File: src/design/i2r_pkg.sv
// ----------------------------------------------------------------------------
// i2r_pkg
// Shared types, constants and digit-shape functions for the integer to
// Roman numeral converter.
// ----------------------------------------------------------------------------
package i2r_pkg;

  localparam int VALUE_W   = 13;
  localparam int CHAR_W    = 8;
  localparam int Q_DEPTH   = 2;
  localparam int Q_AW      = (Q_DEPTH > 1) ? $clog2(Q_DEPTH) : 1;

  localparam logic [VALUE_W-1:0] MAX_VALUE = 13'd4999;
  localparam logic [VALUE_W-1:0] THOU      = 13'd1000;
  localparam logic [9:0]         HUND      = 10'd100;
  localparam logic [6:0]         TENS      = 7'd10;

  // output phases: thousands, hundreds, tens, ones
  localparam logic [1:0] PH_THO = 2'd0;
  localparam logic [1:0] PH_HUN = 2'd1;
  localparam logic [1:0] PH_TEN = 2'd2;
  localparam logic [1:0] PH_ONE = 2'd3;

  // symbol within a digit
  localparam logic [1:0] SYM_UNIT = 2'd0;
  localparam logic [1:0] SYM_FIVE = 2'd1;
  localparam logic [1:0] SYM_TEN  = 2'd2;

  localparam logic [CHAR_W-1:0] ERR_CHAR = 8'd0;

  typedef struct packed {
    logic       err;
    logic [2:0] th;
    logic [3:0] hun;
    logic [3:0] ten;
    logic [3:0] one;
  } i2r_entry_t;

  // number of letters a decimal digit takes
  function automatic logic [2:0] digit_len(input logic [3:0] d);
    logic [2:0] n;
    unique case (d)
      4'd1, 4'd5: n = 3'd1;
      4'd2, 4'd4, 4'd6, 4'd9: n = 3'd2;
      4'd3, 4'd7: n = 3'd3;
      4'd8: n = 3'd4;
      default: n = 3'd0;
    endcase
    return n;
  endfunction

  // symbol at position k of a decimal digit's shape
  function automatic logic [1:0] digit_sym(input logic [3:0] d, input logic [1:0] k);
    logic [1:0] s;
    s = SYM_UNIT;
    if (d == 4'd4 && k == 2'd1) begin
      s = SYM_FIVE;
    end else if (d == 4'd9 && k == 2'd1) begin
      s = SYM_TEN;
    end else if (d >= 4'd5 && d <= 4'd8 && k == 2'd0) begin
      s = SYM_FIVE;
    end
    return s;
  endfunction

  function automatic logic [CHAR_W-1:0] letter(input logic [1:0] ph, input logic [1:0] sym);
    logic [CHAR_W-1:0] c;
    c = "M";
    unique case (ph)
      PH_THO: c = "M";
      PH_HUN: c = (sym == SYM_UNIT) ? "C" : (sym == SYM_FIVE) ? "D" : "M";
      PH_TEN: c = (sym == SYM_UNIT) ? "X" : (sym == SYM_FIVE) ? "L" : "C";
      PH_ONE: c = (sym == SYM_UNIT) ? "I" : (sym == SYM_FIVE) ? "V" : "X";
      default: c = "M";
    endcase
    return c;
  endfunction

endpackage

File: src/design/i2r_if.sv
// ----------------------------------------------------------------------------
// i2r_in_if / i2r_out_if
// Valid/ready channels carrying input values and numeral characters.
// ----------------------------------------------------------------------------
interface i2r_in_if;
  logic                         valid;
  logic                         ready;
  logic [i2r_pkg::VALUE_W-1:0]  value;

  modport source (output valid, output value, input ready);
  modport sink   (input valid, input value, output ready);
endinterface

interface i2r_out_if;
  logic                         valid;
  logic                         ready;
  logic [i2r_pkg::CHAR_W-1:0]   char_code;
  logic                         last;
  logic                         error;

  modport source (output valid, output char_code, output last, output error, input ready);
  modport sink   (input valid, input char_code, input last, input error, output ready);
endinterface

File: src/design/i2r_front.sv
// ----------------------------------------------------------------------------
// i2r_front
// Three-stage intake: range check and thousands, then hundreds, then tens
// and ones. Produces one decoded entry per request.
// ----------------------------------------------------------------------------
module i2r_front (
  input  logic                clk,
  input  logic                rst_n,
  i2r_in_if.sink              in_ch,
  output logic                push,
  output i2r_pkg::i2r_entry_t push_data,
  input  logic                q_full
);
  import i2r_pkg::*;

  logic       en;
  logic       s1_v_r, s2_v_r, s3_v_r;
  logic       s1_err_r, s2_err_r;
  logic [2:0] s1_th_r, s2_th_r;
  logic [9:0] s1_rem_r;
  logic [3:0] s2_hun_r;
  logic [6:0] s2_rem_r;
  i2r_entry_t s3_ent_r;

  logic       err_nxt;
  logic [2:0] th_nxt;
  logic [9:0] rem1_nxt;
  logic [3:0] hun_nxt;
  logic [6:0] rem2_nxt;
  logic [3:0] ten_nxt;
  logic [3:0] one_nxt;

  assign en          = !s3_v_r || !q_full;
  assign in_ch.ready = en;
  assign push        = s3_v_r && !q_full;
  assign push_data   = s3_ent_r;

  // stage 1: range check and thousands digit
  always_comb begin
    err_nxt = (in_ch.value == '0) || (in_ch.value > MAX_VALUE);
    th_nxt  = 3'd0;
    for (int i = 1; i <= 4; i++) begin
      if (in_ch.value >= VALUE_W'(i) * THOU) th_nxt = 3'(i);
    end
    rem1_nxt = 10'(in_ch.value - VALUE_W'(th_nxt) * THOU);
  end

  // stage 2: hundreds digit
  always_comb begin
    hun_nxt = 4'd0;
    for (int i = 1; i <= 9; i++) begin
      if (s1_rem_r >= 10'(i) * HUND) hun_nxt = 4'(i);
    end
    rem2_nxt = 7'(s1_rem_r - 10'(hun_nxt) * HUND);
  end

  // stage 3: tens and ones
  always_comb begin
    ten_nxt = 4'd0;
    for (int i = 1; i <= 9; i++) begin
      if (s2_rem_r >= 7'(i) * TENS) ten_nxt = 4'(i);
    end
    one_nxt = 4'(s2_rem_r - 7'(ten_nxt) * TENS);
  end

  always_ff @(posedge clk) begin
    if (!rst_n) begin
      s1_v_r <= 1'b0;
      s2_v_r <= 1'b0;
      s3_v_r <= 1'b0;
    end else if (en) begin
      s1_v_r <= in_ch.valid;
      s2_v_r <= s1_v_r;
      s3_v_r <= s2_v_r;
    end
  end

  always_ff @(posedge clk) begin
    if (en) begin
      s1_err_r     <= err_nxt;
      s1_th_r      <= th_nxt;
      s1_rem_r     <= rem1_nxt;
      s2_err_r     <= s1_err_r;
      s2_th_r      <= s1_th_r;
      s2_hun_r     <= hun_nxt;
      s2_rem_r     <= rem2_nxt;
      s3_ent_r.err <= s2_err_r;
      s3_ent_r.th  <= s2_th_r;
      s3_ent_r.hun <= s2_hun_r;
      s3_ent_r.ten <= ten_nxt;
      s3_ent_r.one <= one_nxt;
    end
  end

endmodule

File: src/design/i2r_fifo.sv
// ----------------------------------------------------------------------------
// i2r_fifo
// Short queue of decoded entries between intake and character sequencer.
// ----------------------------------------------------------------------------
module i2r_fifo (
  input  logic                clk,
  input  logic                rst_n,
  input  logic                push,
  input  i2r_pkg::i2r_entry_t push_data,
  output logic                full,
  input  logic                pop,
  output logic                q_valid,
  output i2r_pkg::i2r_entry_t q_data
);
  import i2r_pkg::*;

  i2r_entry_t       mem_r [Q_DEPTH];
  logic [Q_AW-1:0]  wr_ptr_r, rd_ptr_r;
  logic [Q_AW:0]    cnt_r;

  assign full    = (cnt_r == (Q_AW+1)'(Q_DEPTH));
  assign q_valid = (cnt_r != '0);
  assign q_data  = mem_r[rd_ptr_r];

  always_ff @(posedge clk) begin
    if (!rst_n) begin
      wr_ptr_r <= '0;
      rd_ptr_r <= '0;
      cnt_r    <= '0;
    end else begin
      if (push) begin
        wr_ptr_r <= (wr_ptr_r == Q_AW'(Q_DEPTH - 1)) ? '0 : wr_ptr_r + 1'b1;
      end
      if (pop) begin
        rd_ptr_r <= (rd_ptr_r == Q_AW'(Q_DEPTH - 1)) ? '0 : rd_ptr_r + 1'b1;
      end
      if (push && !pop) begin
        cnt_r <= cnt_r + 1'b1;
      end else if (pop && !push) begin
        cnt_r <= cnt_r - 1'b1;
      end
    end
  end

  always_ff @(posedge clk) begin
    if (push) mem_r[wr_ptr_r] <= push_data;
  end

`ifndef SYNTHESIS
  a_no_pop_empty: assert property (@(posedge clk) disable iff (!rst_n)
    pop |-> q_valid) else $error("pop from empty queue");
  a_no_push_full: assert property (@(posedge clk) disable iff (!rst_n)
    push |-> !full) else $error("push into full queue");
`endif

endmodule

File: src/design/i2r_back.sv
// ----------------------------------------------------------------------------
// i2r_back
// Character sequencer: walks the phases of one entry and emits one numeral
// letter per cycle into the output register while it is empty or taken.
// ----------------------------------------------------------------------------
module i2r_back (
  input  logic                clk,
  input  logic                rst_n,
  input  logic                q_valid,
  input  i2r_pkg::i2r_entry_t q_data,
  output logic                pop,
  i2r_out_if.source           out_ch
);
  import i2r_pkg::*;

  logic              busy_r, busy_nxt;
  i2r_entry_t        ent_r;
  logic [1:0]        ph_r, ph_nxt;
  logic [1:0]        k_r, k_nxt;
  logic              out_valid_r;
  logic [CHAR_W-1:0] char_r;
  logic              last_r, err_r;

  logic [2:0]        lenv [4];
  logic [2:0]        lenq [4];
  logic [2:0]        cur_len;
  logic [3:0]        dsel;
  logic [1:0]        cur_sym;
  logic [CHAR_W-1:0] ch;
  logic              end_dig, any_next, is_last;
  logic [1:0]        nxt_ph, first_ph;
  logic              adv, emit, take;

  always_comb begin
    lenv[0] = ent_r.th;
    lenv[1] = digit_len(ent_r.hun);
    lenv[2] = digit_len(ent_r.ten);
    lenv[3] = digit_len(ent_r.one);
    lenq[0] = q_data.th;
    lenq[1] = digit_len(q_data.hun);
    lenq[2] = digit_len(q_data.ten);
    lenq[3] = digit_len(q_data.one);

    cur_len = lenv[ph_r];
    end_dig = ((3'(k_r) + 3'd1) == cur_len);

    // nearest later phase that has letters
    any_next = 1'b0;
    nxt_ph   = ph_r;
    for (int p = 3; p >= 0; p--) begin
      if (2'(p) > ph_r && lenv[p] != 3'd0) begin
        any_next = 1'b1;
        nxt_ph   = 2'(p);
      end
    end

    first_ph = PH_ONE;
    for (int p = 3; p >= 0; p--) begin
      if (lenq[p] != 3'd0) first_ph = 2'(p);
    end

    unique case (ph_r)
      PH_HUN:  dsel = ent_r.hun;
      PH_TEN:  dsel = ent_r.ten;
      PH_ONE:  dsel = ent_r.one;
      default: dsel = 4'd1;
    endcase
    cur_sym = (ph_r == PH_THO) ? SYM_UNIT : digit_sym(dsel, k_r);
    ch      = ent_r.err ? ERR_CHAR : letter(ph_r, cur_sym);
    is_last = ent_r.err || (end_dig && !any_next);

    adv  = !out_valid_r || out_ch.ready;
    emit = busy_r && adv;
    take = q_valid && (!busy_r || (emit && is_last));
    pop  = take;

    busy_nxt = busy_r;
    ph_nxt   = ph_r;
    k_nxt    = k_r;
    if (take) begin
      busy_nxt = 1'b1;
      ph_nxt   = first_ph;
      k_nxt    = 2'd0;
    end else if (emit && is_last) begin
      busy_nxt = 1'b0;
    end else if (emit) begin
      if (end_dig) begin
        ph_nxt = nxt_ph;
        k_nxt  = 2'd0;
      end else begin
        k_nxt = k_r + 2'd1;
      end
    end
  end

  always_ff @(posedge clk) begin
    if (!rst_n) begin
      busy_r      <= 1'b0;
      ph_r        <= PH_THO;
      k_r         <= 2'd0;
      out_valid_r <= 1'b0;
    end else begin
      busy_r <= busy_nxt;
      ph_r   <= ph_nxt;
      k_r    <= k_nxt;
      if (adv) out_valid_r <= busy_r;
    end
  end

  always_ff @(posedge clk) begin
    if (take) ent_r <= q_data;
    if (emit) begin
      char_r <= ch;
      last_r <= is_last;
      err_r  <= ent_r.err;
    end
  end

  assign out_ch.valid     = out_valid_r;
  assign out_ch.char_code = char_r;
  assign out_ch.last      = last_r;
  assign out_ch.error     = err_r;

`ifndef SYNTHESIS
  a_err_is_last: assert property (@(posedge clk) disable iff (!rst_n)
    out_valid_r && err_r |-> last_r) else $error("error result not marked last");
  a_letter_nonzero: assert property (@(posedge clk) disable iff (!rst_n)
    out_valid_r && !err_r |-> char_r != ERR_CHAR) else $error("empty letter emitted");
  a_pos_in_digit: assert property (@(posedge clk) disable iff (!rst_n)
    busy_r && !ent_r.err |-> 3'(k_r) < cur_len) else $error("position past digit end");
`endif

endmodule

File: src/design/integer_to_roman_numeral.sv
// ----------------------------------------------------------------------------
// integer_to_roman_numeral
// Converts 13-bit unsigned values to Roman numerals, one ASCII letter per
// result, final letter flagged; 0 and values above 4999 give one error result.
// ----------------------------------------------------------------------------
// A value gives as many output results as its numeral has letters: 1 to 16
// (MMMMDCCCLXXXVIII is the longest); an error value gives one result. The
// character sequencer emits one letter per cycle while the output is ready
// and sets the sustained rate; a three-stage intake pipeline and a two-entry
// queue in front of it keep accepting values while it works. A request goes
// through the intake stages, the queue, the sequencer's entry register and
// the output register before its first letter appears.
module integer_to_roman_numeral (
  input  logic      clk,
  input  logic      rst_n,
  i2r_in_if.sink    in_ch,
  i2r_out_if.source out_ch
);
  import i2r_pkg::*;

  logic       push, full, pop, q_valid;
  i2r_entry_t push_data, q_data;

  i2r_front u_front (
    .clk       (clk),
    .rst_n     (rst_n),
    .in_ch     (in_ch),
    .push      (push),
    .push_data (push_data),
    .q_full    (full)
  );

  i2r_fifo u_fifo (
    .clk       (clk),
    .rst_n     (rst_n),
    .push      (push),
    .push_data (push_data),
    .full      (full),
    .pop       (pop),
    .q_valid   (q_valid),
    .q_data    (q_data)
  );

  i2r_back u_back (
    .clk     (clk),
    .rst_n   (rst_n),
    .q_valid (q_valid),
    .q_data  (q_data),
    .pop     (pop),
    .out_ch  (out_ch)
  );

endmodule

File: src/flat_wrapper.sv
// flat-port wrapper written by rule: the top's interface ports become plain ports
module integer_to_roman_numeral_flat import i2r_pkg::*;
  (clk, rst_n, in_ch_valid, in_ch_value, in_ch_ready, out_ch_valid, out_ch_char_code, out_ch_last, out_ch_error, out_ch_ready);
  i2r_in_if in_ch_i ();
  i2r_out_if out_ch_i ();
  input  logic clk;
  input  logic rst_n;
  input wire logic [$bits(in_ch_i.valid)-1:0] in_ch_valid;
  input wire logic [$bits(in_ch_i.value)-1:0] in_ch_value;
  output wire logic [$bits(in_ch_i.ready)-1:0] in_ch_ready;
  output wire logic [$bits(out_ch_i.valid)-1:0] out_ch_valid;
  output wire logic [$bits(out_ch_i.char_code)-1:0] out_ch_char_code;
  output wire logic [$bits(out_ch_i.last)-1:0] out_ch_last;
  output wire logic [$bits(out_ch_i.error)-1:0] out_ch_error;
  input wire logic [$bits(out_ch_i.ready)-1:0] out_ch_ready;
  assign in_ch_i.valid = in_ch_valid;
  assign in_ch_i.value = in_ch_value;
  assign in_ch_ready = in_ch_i.ready;
  assign out_ch_valid = out_ch_i.valid;
  assign out_ch_char_code = out_ch_i.char_code;
  assign out_ch_last = out_ch_i.last;
  assign out_ch_error = out_ch_i.error;
  assign out_ch_i.ready = out_ch_ready;
  integer_to_roman_numeral u_core (.clk(clk), .rst_n(rst_n), .in_ch(in_ch_i), .out_ch(out_ch_i));
endmodule
File: config.mk
export PLATFORM = sky130hd
export DESIGN_NAME = integer_to_roman_numeral_flat
export DESIGN_NICKNAME = d
export VERILOG_FILES = /design/src/design/i2r_pkg.sv /design/src/design/i2r_if.sv /design/src/design/i2r_front.sv /design/src/design/i2r_fifo.sv /design/src/design/i2r_back.sv /design/src/design/integer_to_roman_numeral.sv /design/src/flat_wrapper.sv
export SDC_FILE = /design/constraint.sdc
export NUM_CORES = 1
export LEC_CHECK = 0
export ABC_AREA = 1
export CAP_MARGIN = 20
export CORE_UTILIZATION = 26
export DETAILED_ROUTE_END_ITERATION = 16
export DONT_BUFFER_PORTS = 1
export SLEW_MARGIN = 20
export SYNTH_ARGS = -nofsm -noshare
export SYNTH_HDL_FRONTEND = slang
export SYNTH_HIERARCHICAL = 1
export SYNTH_SLANG_ARGS = --single-unit
File: constraint.sdc
create_clock -name clk -period 6.2 [get_ports clk]
set_input_delay 0.62 -clock clk [delete_from_list [all_inputs] [get_ports clk]]
set_output_delay 0.62 -clock clk [all_outputs]
set_load 0.005 [all_outputs]
==> results of run 1 <==
[cells by family (layout without fill, tap and decap cells)]
kind of cell	count (synthesis)	after routing
buf+inv	115	140
fa+ha+maj	23	23
simple gates	284	284
mux	16	16
flops	124	124
xor+xnor	12	12
other cells	2	3
compound gates	69	69
[power breakdown]
group | internal (µW) | leakage, µW | switching (µW)
clock | 710 | 0.000299 | 340
sequential | 1250 | 0.00119 | 167
combinational | 475 | 0.00165 | 838
[placed cells by master, fill, tap and decap left out, types with 4 or more instances in the layout]
cell	netlist	routed
nand2_1	147	146
edfxtp_1	101	101
inv_1	92	92
nor2_1	47	47
nand3_1	33	33
nand2_2	25	26
a21oi_1	23	23
dfxtp_1	23	23
ha_1	19	19
o21ai_0	18	18
clkbuf_16	0	17
inv_2	12	12
mux2_4	10	10
nor3_1	9	9
xor2_1	9	9
a31oi_1	8	8
nand4_1	7	7
mux2_2	6	6
bufinv_16	0	5
a21oi_2	4	4
nor3_2	4	4
fa_1	4	4
[worst max-delay path, delay by kind of cell, from the launching register on]
| kind | cells | cell delay [ns] |
|---|---|---|
| and+or+nand+nor | 14 | 1.08 |
| adders and majority gates | 2 | 0.63 |
| DFF | 1 | 0.49 |
| AOI/OAI and AO/OA | 2 | 0.34 |
| xor gates and xnor gates | 1 | 0.20 |
| buffers and inverters | 4 | 0.18 |
[how the worst min path moves through the flow]
stage / end / start / slack (ns)
2_1_floorplan: u_core/u_front/push_data[0] / u_core/u_front/s2_rem_r[0] / 0.40
3_3_place_gp: u_core/u_front/s2_th_r[0] / u_core/u_front/s1_th_r[0] / 0.40
3_5_place_dp: u_core/u_front/push_data[14] / u_core/u_front/s2_th_r[2] / 0.41
4_1_cts: u_core/u_front/s1_rem_r[0] / in_ch_value[0] / 0.28
5_1_grt: u_core/u_front/s1_rem_r[0] / in_ch_value[0] / 0.27
6_report: u_core/u_front/s1_rem_r[0] / in_ch_value[0] / 0.30
[sequential cells by signal, indices dropped and copies added, names as in the netlist, 2 cells and up, named ones only]
name,cells
u_core/u_back/ph_r,2
u_core/u_back/ent_r,16
u_core/u_back/out_ch.char_code,6
u_core/u_front/s2_rem_r,7
u_core/u_back/k_r,2
u_core/u_back/lenv,9
u_core/u_front/s1_rem_r,10
u_core/u_front/s2_hun_r,4
u_core/u_fifo/cnt_r,2
u_core/u_front/s2_th_r,3
u_core/u_front/push_data,16
u_core/u_front/s1_th_r,3
u_core/u_fifo/mem_r,32
[stage by stage]
step	hold WS (ns)	cell area [µm²]
6_report	0.303	7300
3_5_place_dp	0.407	6660
2_1_floorplan	0.400	6350
4_1_cts	0.279	7300
3_3_place_gp	0.401	6660
5_1_grt	0.274	7300
[metal layers]
metal  wire length [µm]  vias up  share of wire [%]
met5                  0        -                  0
met4                 59        0               0.55
met3                398        8                3.7
met2               5200       59                 48
met1               5120     1923                 47
li1                   -     2164                  -
[cell type report]
type,instances,area (µm²),area share (%)
inverters,105,399,5.47
flip-flops and latches,124,3490,47.9
repair buffers,3,22.5,0.309
clock inverters,12,195,2.68
multi-input cells,407,2350,32.2
clock buffers,20,437,5.99
well taps,319,399,5.47
==> flow_metrics.tcl, run 1 <==
set metrics [dict create \
    die_w_um 158 \
    syn_inst 645 \
    synth_enable_flop_cells 101 \
    top_usage_layer "met2" \
    nets 698 \
    setup_viol 0 \
    place_ws_ns 3.05 \
    synthMuxAreaShare_pct 3.43 \
    overflow 0 \
    p_leak_uw 0.00314 \
    crit_path_start_kind "flop" \
    hp-class "in -> reg" \
    cts_tree "yes" \
    grt_use_total_pct 9.30 \
    final_util_pct 30.8 \
    finalCritPeriodShare_pct 50.7 \
    async_flop_share_pct 0 \
    clk_pin_slew_ns 0.06 \
    core-area_um2 23700 \
    postRouteAntennaNets 0 \
    relSlewSlack_pct 31.1 \
    r2r_slack_ns 3.06 \
    peakVddDrop_uv 181 \
    layout_setup_ws_ns 3.06 \
    ys.flop_type "edfxtp_1" \
    place_hpwl_mm 7.74 \
    ios 29 \
    avgViaCountPerCell 4.20 \
    rr_worst_depth 23 \
    status "completed" \
    maxSlewViolCount 0 \
    rows 56 \
    root_buffer "clkbuf_16" \
    cts_max_level 4 \
    grtUsageMet1_pct 11.1 \
    insertion_delay_ns 0.41 \
    portBuffers 0 \
    clock_skew_ns 0.0103 \
    min_period_ns 3.14 \
    grt_use_met3_pct 3.38 \
    nFillCells 2494 \
    critPathMaxFanout 7 \
    synth_cell_types 45 \
    tightest_slew_ns 1.03 \
    yosys.area_share.simple_pct 20.3 \
    die_h_um 158 \
    synth_seq_area_share_pct 55.0 \
    cpMostUsedCell "nand2_1" \
    whs_path_depth 0 \
    route.vias.total 4154 \
    dp.cells 958 \
    crit_chain "nor2_1, nand3_1, o21ai_1, nand2_1, nand2_1, nand2_1, nand2_1, nand2_1, nand2_2, nand2_1, ha_1, inv_1, ha_1, nand2_1, o21ai_0, xor2_1, inv_1, nand2_2, nand2_2, inv_1, nand3_1, nand2_1, inv_1" \
    synth_top_family_by_area "simple AND/OR/NAND/NOR gates" \
    r2r-start "u_core/u_front/s1_rem_r[7]" \
    area_delta_synth_final_pct 14.9 \
    synth_compound_area_share_pct 6.44 \
    hold_buffers 0 \
    wl_per_cell_um 10.9 \
    hold_violations 0 \
    instances_no_fill 990 \
    met2_usage_pct 15.7 \
    reg2reg_to "u_core/u_front/s2_rem_r[6]" \
    arrival_ns 3.32 \
    drive_gt1_share_pct 15.1 \
    yosys-top-cells-area "edfxtp_1 48%, nand2_1 8.7%, dfxtp_1 7.2%" \
    worstSetupEndpointType "flop" \
    grt_pass1_vias 4001 \
    crit_required_ns 6.37 \
    drc 0 \
    yosys.cell_count.top_type "nand2_1" \
    post_cts_buffers 0 \
    critPathLaunch "u_core/u_front/s1_rem_r[7]" \
    drt_pass1_iterations 5 \
    place.gp.congestion 0.879 \
    avgSynthCellArea_um2 9.85 \
    fmax_ghz 0.318 \
    yosysTopAreaCellShare_pct 47.8 \
    critPathKind "reg -> reg" \
    initial_core_util_pct 26.8 \
    ys_top_cells_by_count "147 x nand2_1, 101 x edfxtp_1, 92 x inv_1" \
    rsz0062_at_grt "false" \
    yosysTopAreaCell "edfxtp_1" \
    critPathSlowestCell "edfxtp_1" \
    netlist_area_um2 6350 \
    drt_iter0_drc 228 \
    cts.path.max_buffers 2 \
    crit_path_end "u_core/u_front/s2_rem_r[6]" \
    n_antenna_cell 0 \
    antenna_found_initial 0 \
    maxCapViolations 0 \
    cts-buffers-inserted 17 \
    synth_warnings 6 \
    grt_max_degree 50 \
    slowest_delay_ns 0.49 \
    die_area_um2 25100 \
    synth-seq-cells 124 \
    pwr_density_cell_nw_per_um2 518 \
    synth_xor_area_share_pct 1.65 \
    totalWireLength_mm 10.8 \
    synthAdderAreaFrac_pct 5.00 \
    cts-resized-gates 0 \
    tns_ns 0 \
    finalPower_uw 3780 \
    cts_sinks 124 \
    grt_pass1_wl_mm 18.2 \
]
Note: power is estimated with default switching activity, not from simulation.
==> inputs of run 2 (changes only) <==
==> constraint.sdc (replaced) <==
create_clock -name clk -period 2.97 [get_ports clk]
set_input_delay 0.297 -clock clk [delete_from_list [all_inputs] [get_ports clk]]
set_output_delay 0.297 -clock clk [all_outputs]
set_load 0.005 [all_outputs]
==> flow_metrics.tcl, run 2 (synthesis results as in run 1) <==
set metrics [dict create \
    status "completed" \
    final_cell_mix "141 x nand2_1, 101 x edfxtp_1, 90 x inv_1" \
    grt_pass1_vias 4108 \
    final_util_pct 31.8 \
    finalCritPeriodShare_pct 98.9 \
    root_buffer "clkbuf_16" \
    cts-buffers-inserted 17 \
    hold_end "u_core/u_fifo/cnt_r[0]" \
    rr_worst_depth 18 \
    place_hpwl_mm 7.85 \
    drt_iter0_drc 246 \
    min_period_ns 2.94 \
    critPathKind "reg -> reg" \
    ios 29 \
    arrival_ns 3.11 \
    worstSetupEndpointType "flop" \
    rsz0062_at_grt "true" \
    drive_gt1_share_pct 19.9 \
    area_delta_synth_final_pct 18.5 \
    overflow 0 \
    hold_violations 0 \
    critPathLaunch "u_core/u_front/s1_rem_r[4]" \
    clk_pin_slew_ns 0.06 \
    maxCapViolations 0 \
    crit_required_ns 3.14 \
    clock_skew_ns 0.00718 \
    hp-start "rst_n" \
    initial_core_util_pct 26.8 \
    dp.cells 973 \
    grt_pass1_wl_mm 18.5 \
    nFillCells 2439 \
    relSlewSlack_pct 52.6 \
    route.vias.total 4286 \
    hp-class "in -> reg" \
    r2r-start "u_core/u_front/s1_rem_r[4]" \
    r2r_slack_ns 0.03 \
    tightest_slew_ns 0.710 \
    cts_tree "yes" \
    nets 722 \
    antenna_found_initial 0 \
    fmax_ghz 0.341 \
    cts_sinks 124 \
    die_area_um2 25100 \
    place.gp.congestion 0.895 \
    drc 0 \
    critPathMaxFanout 5 \
    drt_pass1_iterations 5 \
    rows 56 \
    grt_max_degree 50 \
    p_leak_uw 0.00325 \
    top_register "u_core/u_fifo/mem_r" \
    crit_path_start_kind "flop" \
    wl_per_cell_um 11.1 \
    avgViaCountPerCell 4.23 \
    portBuffers 0 \
    cts_max_level 4 \
    cts.path.max_buffers 2 \
    final_common_cell "nand2_1" \
    core-area_um2 23700 \
    die_w_um 158 \
    totalWireLength_mm 11.3 \
    n_antenna_cell 0 \
    insertion_delay_ns 0.41 \
    whs_ns 0.0292 \
    maxSlewViolCount 0 \
    postRouteAntennaNets 0 \
    instances_no_fill 1014 \
    die_h_um 158 \
    pwr_density_cell_nw_per_um2 1090 \
    reg2reg_to "u_core/u_front/s2_rem_r[6]" \
    setup_viol 0 \
    grt_use_total_pct 9.42 \
    whs_path_depth 2 \
    largest_reg_flops 32 \
    peakVddDrop_uv 410 \
]
[run 2: changes by cell type in the layout (fill, tap and decap cells not counted), moves of 3 or more]
cell | previous run | this run
nand2_1 | 146 | 141
buf_4 | 3 | 23
nand2_2 | 26 | 30
dlygate4sd3_1 | 0 | 4
clkinv_2 | 1 | 4
[run 2: worst max-delay path by stage]
stage	to	slack, ns	depth (start not counted)
4_1_cts	u_core/u_front/s2_rem_r[6]	0.03	23
3_3_place_gp	u_core/u_front/s2_rem_r[6]	0.02	25
2_1_floorplan	u_core/u_front/s2_rem_r[6]	0.10	23
6_report	u_core/u_front/s2_rem_r[6]	0.03	18
3_5_place_dp	u_core/u_front/s2_rem_r[6]	-0.08	17
5_1_grt	u_core/u_front/s2_rem_r[6]	-0.17	24
[run 2: timing repair]
| item | CTS | global route |
|---|---|---|
| endpoints found under the hold margin | 6 | 0 |
| resized for setup | 4 | 17 |
| hold buffers | 4 | 0 |
| pin swaps | 0 | 19 |
| endpoints found under the setup margin | 1 | 1 |
| setup buffers | 0 | 5 |
[run 2: area by class of cell]
cell class / count / area [µm²] / area share [%]
Tap cell: 319 / 399 / 5.30
Inverter: 105 / 399 / 5.30
Multi-Input combinational cell: 407 / 2430 / 32.3
Sequential cell: 124 / 3490 / 46.4
Clock buffer: 24 / 472 / 6.27
Clock inverter: 8 / 118 / 1.56
Timing Repair Buffer: 27 / 213 / 2.83
[run 2: metal layers]
metal / up-vias / global-route usage, % / share of wire (%)
met3: 11 / 3.08 / 3.9
met4: 0 / 3.39 / 0.98
met1: 1971 / 11.1 / 46
met2: 82 / 16.0 / 49
li1: 2222 / - / -
met5: - / 0 / 0
[run 2: per-stage QoR]
step / setup TNS [ns] / worst slack, ns / power [µW] / instance area (µm²)
6_report: 0 / 0.0340 / 8180 / 7530
5_1_grt: -0.166 / -0.166 / 8800 / 7530
4_1_cts: 0 / 0.0250 / 8020 / 7410
3_5_place_dp: -0.0843 / -0.0843 / 5890 / 6780
3_3_place_gp: 0 / 0.0186 / 5830 / 6780
2_1_floorplan: 0 / 0.101 / 5230 / 6350
[run 2: worst max-delay path: stages (launching register included)]
cell	delay, ns
edfxtp_1	0.47
nor2_2	0.19
nand2_2	0.09
buf_4	0.13
o311ai_2	0.33
nand2_4	0.11
ha_4	0.28
inv_2	0.04
ha_4	0.28
nand2_2	0.06
o21ai_2	0.16
xor2_1	0.19
inv_1	0.07
nand2_2	0.06
nand2_2	0.05
inv_2	0.04
nand3_1	0.06
nand2_1	0.06
inv_1	0.03
[run 2: power by group]
group | total [µW] | switching, µW | internal [µW]
Combinational | 3190 | 1930 | 1260
Sequential | 2930 | 323 | 2600
Clock | 2060 | 701 | 1360
==> inputs of run 3 (changes only) <==
--- a/config.mk
+++ b/config.mk
@@ -7,11 +7,10 @@
 export LEC_CHECK = 0
 export ABC_AREA = 1
 export CAP_MARGIN = 20
+export CORE_MARGIN = 1
 export CORE_UTILIZATION = 26
 export DETAILED_ROUTE_END_ITERATION = 16
 export DONT_BUFFER_PORTS = 1
-export SLEW_MARGIN = 20
 export SYNTH_ARGS = -nofsm -noshare
 export SYNTH_HDL_FRONTEND = slang
-export SYNTH_HIERARCHICAL = 1
 export SYNTH_SLANG_ARGS = --single-unit
==> flow_metrics.tcl, run 3 <==
set metrics [dict create \
    switching_share_pct 35.4 \
    crit_required_ns 3.13 \
    ys_top_cells_by_count "128 x nand2_1, 109 x inv_1, 101 x edfxtp_1" \
    area_delta_synth_final_pct 19.7 \
    grt_max_degree 28 \
    async_flop_share_pct 0 \
    top_register "u_core.u_fifo.mem_r" \
    clockPowerShare_pct 25.9 \
    placed_area_um2 6670 \
    rr_worst_depth 20 \
    wl_per_cell_um 10.6 \
    ys.flop_type "edfxtp_1" \
    final_cell_mix "124 x nand2_1, 105 x inv_1, 101 x edfxtp_1" \
    critPathMaxFanout 3 \
    yosysTopAreaCell "edfxtp_1" \
    totalWireLength_mm 10.7 \
    initial_core_util_pct 26.5 \
    switching_power_uw 2880 \
    tightest_slew_ns 0.736 \
    hp-class "in -> reg" \
    drc 0 \
    grt_pass1_vias 4117 \
    setup_viol 0 \
    die_h_um 157 \
    p_comb_share_pct 38.3 \
    yosys.cell_count.top_type "nand2_1" \
    insertion_delay_ns 0.40 \
    clk_pin_slew_ns 0.06 \
    rows 56 \
    avgViaCountPerCell 4.20 \
    place.gp.congestion 0.848 \
    postRouteAntennaNets 0 \
    stdcell_area_um2 7450 \
    crit_path_start_kind "flop" \
    p_int_uw 5250 \
    place_ws_ns -0.0191 \
    syn_inst 640 \
    critPathKind "reg -> reg" \
    power_frac_seq_pct 35.8 \
    grt_pass1_wl_mm 18.2 \
    avgSynthCellArea_um2 9.72 \
    yosysTopAreaCellShare_pct 48.8 \
    maxSlewViolCount 0 \
    portBuffers 0 \
    ios 29 \
    place_hpwl_mm 7.77 \
    synth_cell_types 43 \
    netlist_area_um2 6220 \
    whs_path_depth 2 \
    cts_sinks 124 \
    nets 714 \
    die_area_um2 24500 \
    final_common_cell "nand2_1" \
    largest_reg_flops 32 \
    fmax_ghz 0.349 \
    core-area_um2 23500 \
    min_period_ns 2.87 \
    clock_skew_ns 0.00831 \
    layout_setup_ws_ns 0.102 \
    worstSetupEndpointType "flop" \
    drt_pass1_iterations 5 \
    p_leak_uw 0.00313 \
    n_antenna_cell 0 \
    cts.path.max_buffers 2 \
    cts_tree "yes" \
    overflow 0 \
    peakVddDrop_uv 502 \
    antenna_found_initial 0 \
    route.vias.total 4225 \
    grt_use_total_pct 9.38 \
    rsz0062_at_grt "true" \
    drive_gt1_share_pct 15.7 \
    cts_max_level 4 \
    synth_enable_flop_cells 101 \
    arrival_ns 3.02 \
    nFillCells 2372 \
    cts-buffers-inserted 17 \
    yosys-top-cells-area "edfxtp_1 49%, nand2_1 7.7%, dfxtp_1 7.4%" \
    pwr_density_cell_nw_per_um2 1090 \
    hold_violations 0 \
    relSlewSlack_pct 50.9 \
    die_w_um 157 \
    synth_warnings 0 \
    maxCapViolations 0 \
    status "completed" \
    synth-seq-cells 124 \
    synth_seq_area_share_pct 56.2 \
    finalCritPeriodShare_pct 96.6 \
    root_buffer "clkbuf_16" \
    drt_iter0_drc 233 \
]
## run 3: cell count changes after synthesis, moves of 4 or more
| cell | delta |
|---|---|
| inv_2 | -6 |
| nor2_1 | -11 |
| inv_1 | +17 |
| nand2_1 | -19 |
| clkbuf_1 | +6 |
| a21oi_2 | -4 |
| a21oi_1 | +11 |
| nand2_2 | -10 |
| mux2_4 | -10 |
| o21ai_0 | +25 |
## run 3: layer usage
layer | GRT usage [%] | wire, µm
met1 | 11.1 | 4970
met2 | 15.9 | 5170
met3 | 3.21 | 444
met4 | 3.03 | 100
met5 | 0 | 0
## run 3: power by group through the flow
stage | Sequential, µW | Combinational [µW] | Clock (µW)
floorplan | 2840 | 2270 | 0
global placement | 2940 | 2740 | 0
detailed placement | 2960 | 2770 | 0
CTS | 2920 | 2810 | 2150
global route | 2980 | 3530 | 2230
finish | 2910 | 3110 | 2110
## run 3: metrics by stage
stage / hold WS (ns) / power, µW / cells / setup TNS [ns] / utilization, %
floorplan: 0.396 / 5110 / 642 / 0 / -
global placement: 0.396 / 5680 / 965 / 0 / 28.4
detailed placement: 0.396 / 5730 / 965 / -0.0191 / 28.4
CTS: 0.00683 / 7880 / 1001 / 0 / 31.2
global route: 0.00456 / 8740 / 1006 / -0.0476 / 31.7
finish: 0.0275 / 8120 / 1006 / 0 / 31.7
## run 3: area by class of cell
| class | count | area [µm²] | area share [%] |
|---|---|---|---|
| inverter | 115 | 432 | 5.80 |
| tap | 319 | 399 | 5.36 |
| multi-input combinational | 391 | 2320 | 31.1 |
| timing repair buffer | 25 | 199 | 2.67 |
| sequential | 124 | 3490 | 46.9 |
| clock buffer | 18 | 429 | 5.76 |
| clock inverter | 14 | 176 | 2.37 |
## run 3: logic make-up after synthesis
logic type,count (synthesis),share of synthesized area [%]
simple gates,243,18.4
flops,124,56.2
mux,6,1.03
xor+xnor,15,2.11
compound gates,101,8.93
buf+inv,127,8.21
other cells,1,0.0603
fa+ha+maj,23,5.11
## run 3: worst max-delay path: stages (launching register included)
cell and delay [ns]:
edfxtp_1 0.40, inv_1 0.09, nor2_1 0.07, a211oi_1 0.20, nand2_1 0.09, o21ai_1 0.13
o21ai_1 0.07, nand2_1 0.08, nand3_2 0.07, nand2_2 0.10, nand2_4 0.08, ha_4 0.27
inv_2 0.04, ha_4 0.23, a21oi_2 0.13, nand2_2 0.08, xnor2_2 0.13, xnor2_1 0.21
inv_1 0.06, nand2_1 0.06, nand2_1 0.04
## run 3: path summary, 6_finish.rpt
path | from | endpoint | slack, ns
setup / recovery | u_core.u_front.s1_rem_r[7] | u_core.u_front.s2_rem_r[6] | 0.10
hold / removal | rst_n | u_core.u_back.ph_r[0] | 0.03
setup reg to reg | u_core.u_front.s1_rem_r[7] | u_core.u_front.s2_rem_r[6] | 0.10
hold reg to reg | u_core.u_front.s1_th_r[2] | u_core.u_front.s2_th_r[2] | 0.42
## run 3: timing repair
item,4_1_cts,5_1_grt
setup endpoints to repair,1,2
gates resized for setup,1,24
hold endpoints to repair,3,0
pin swaps,1,12
setup buffers,1,5
hold buffers,3,0
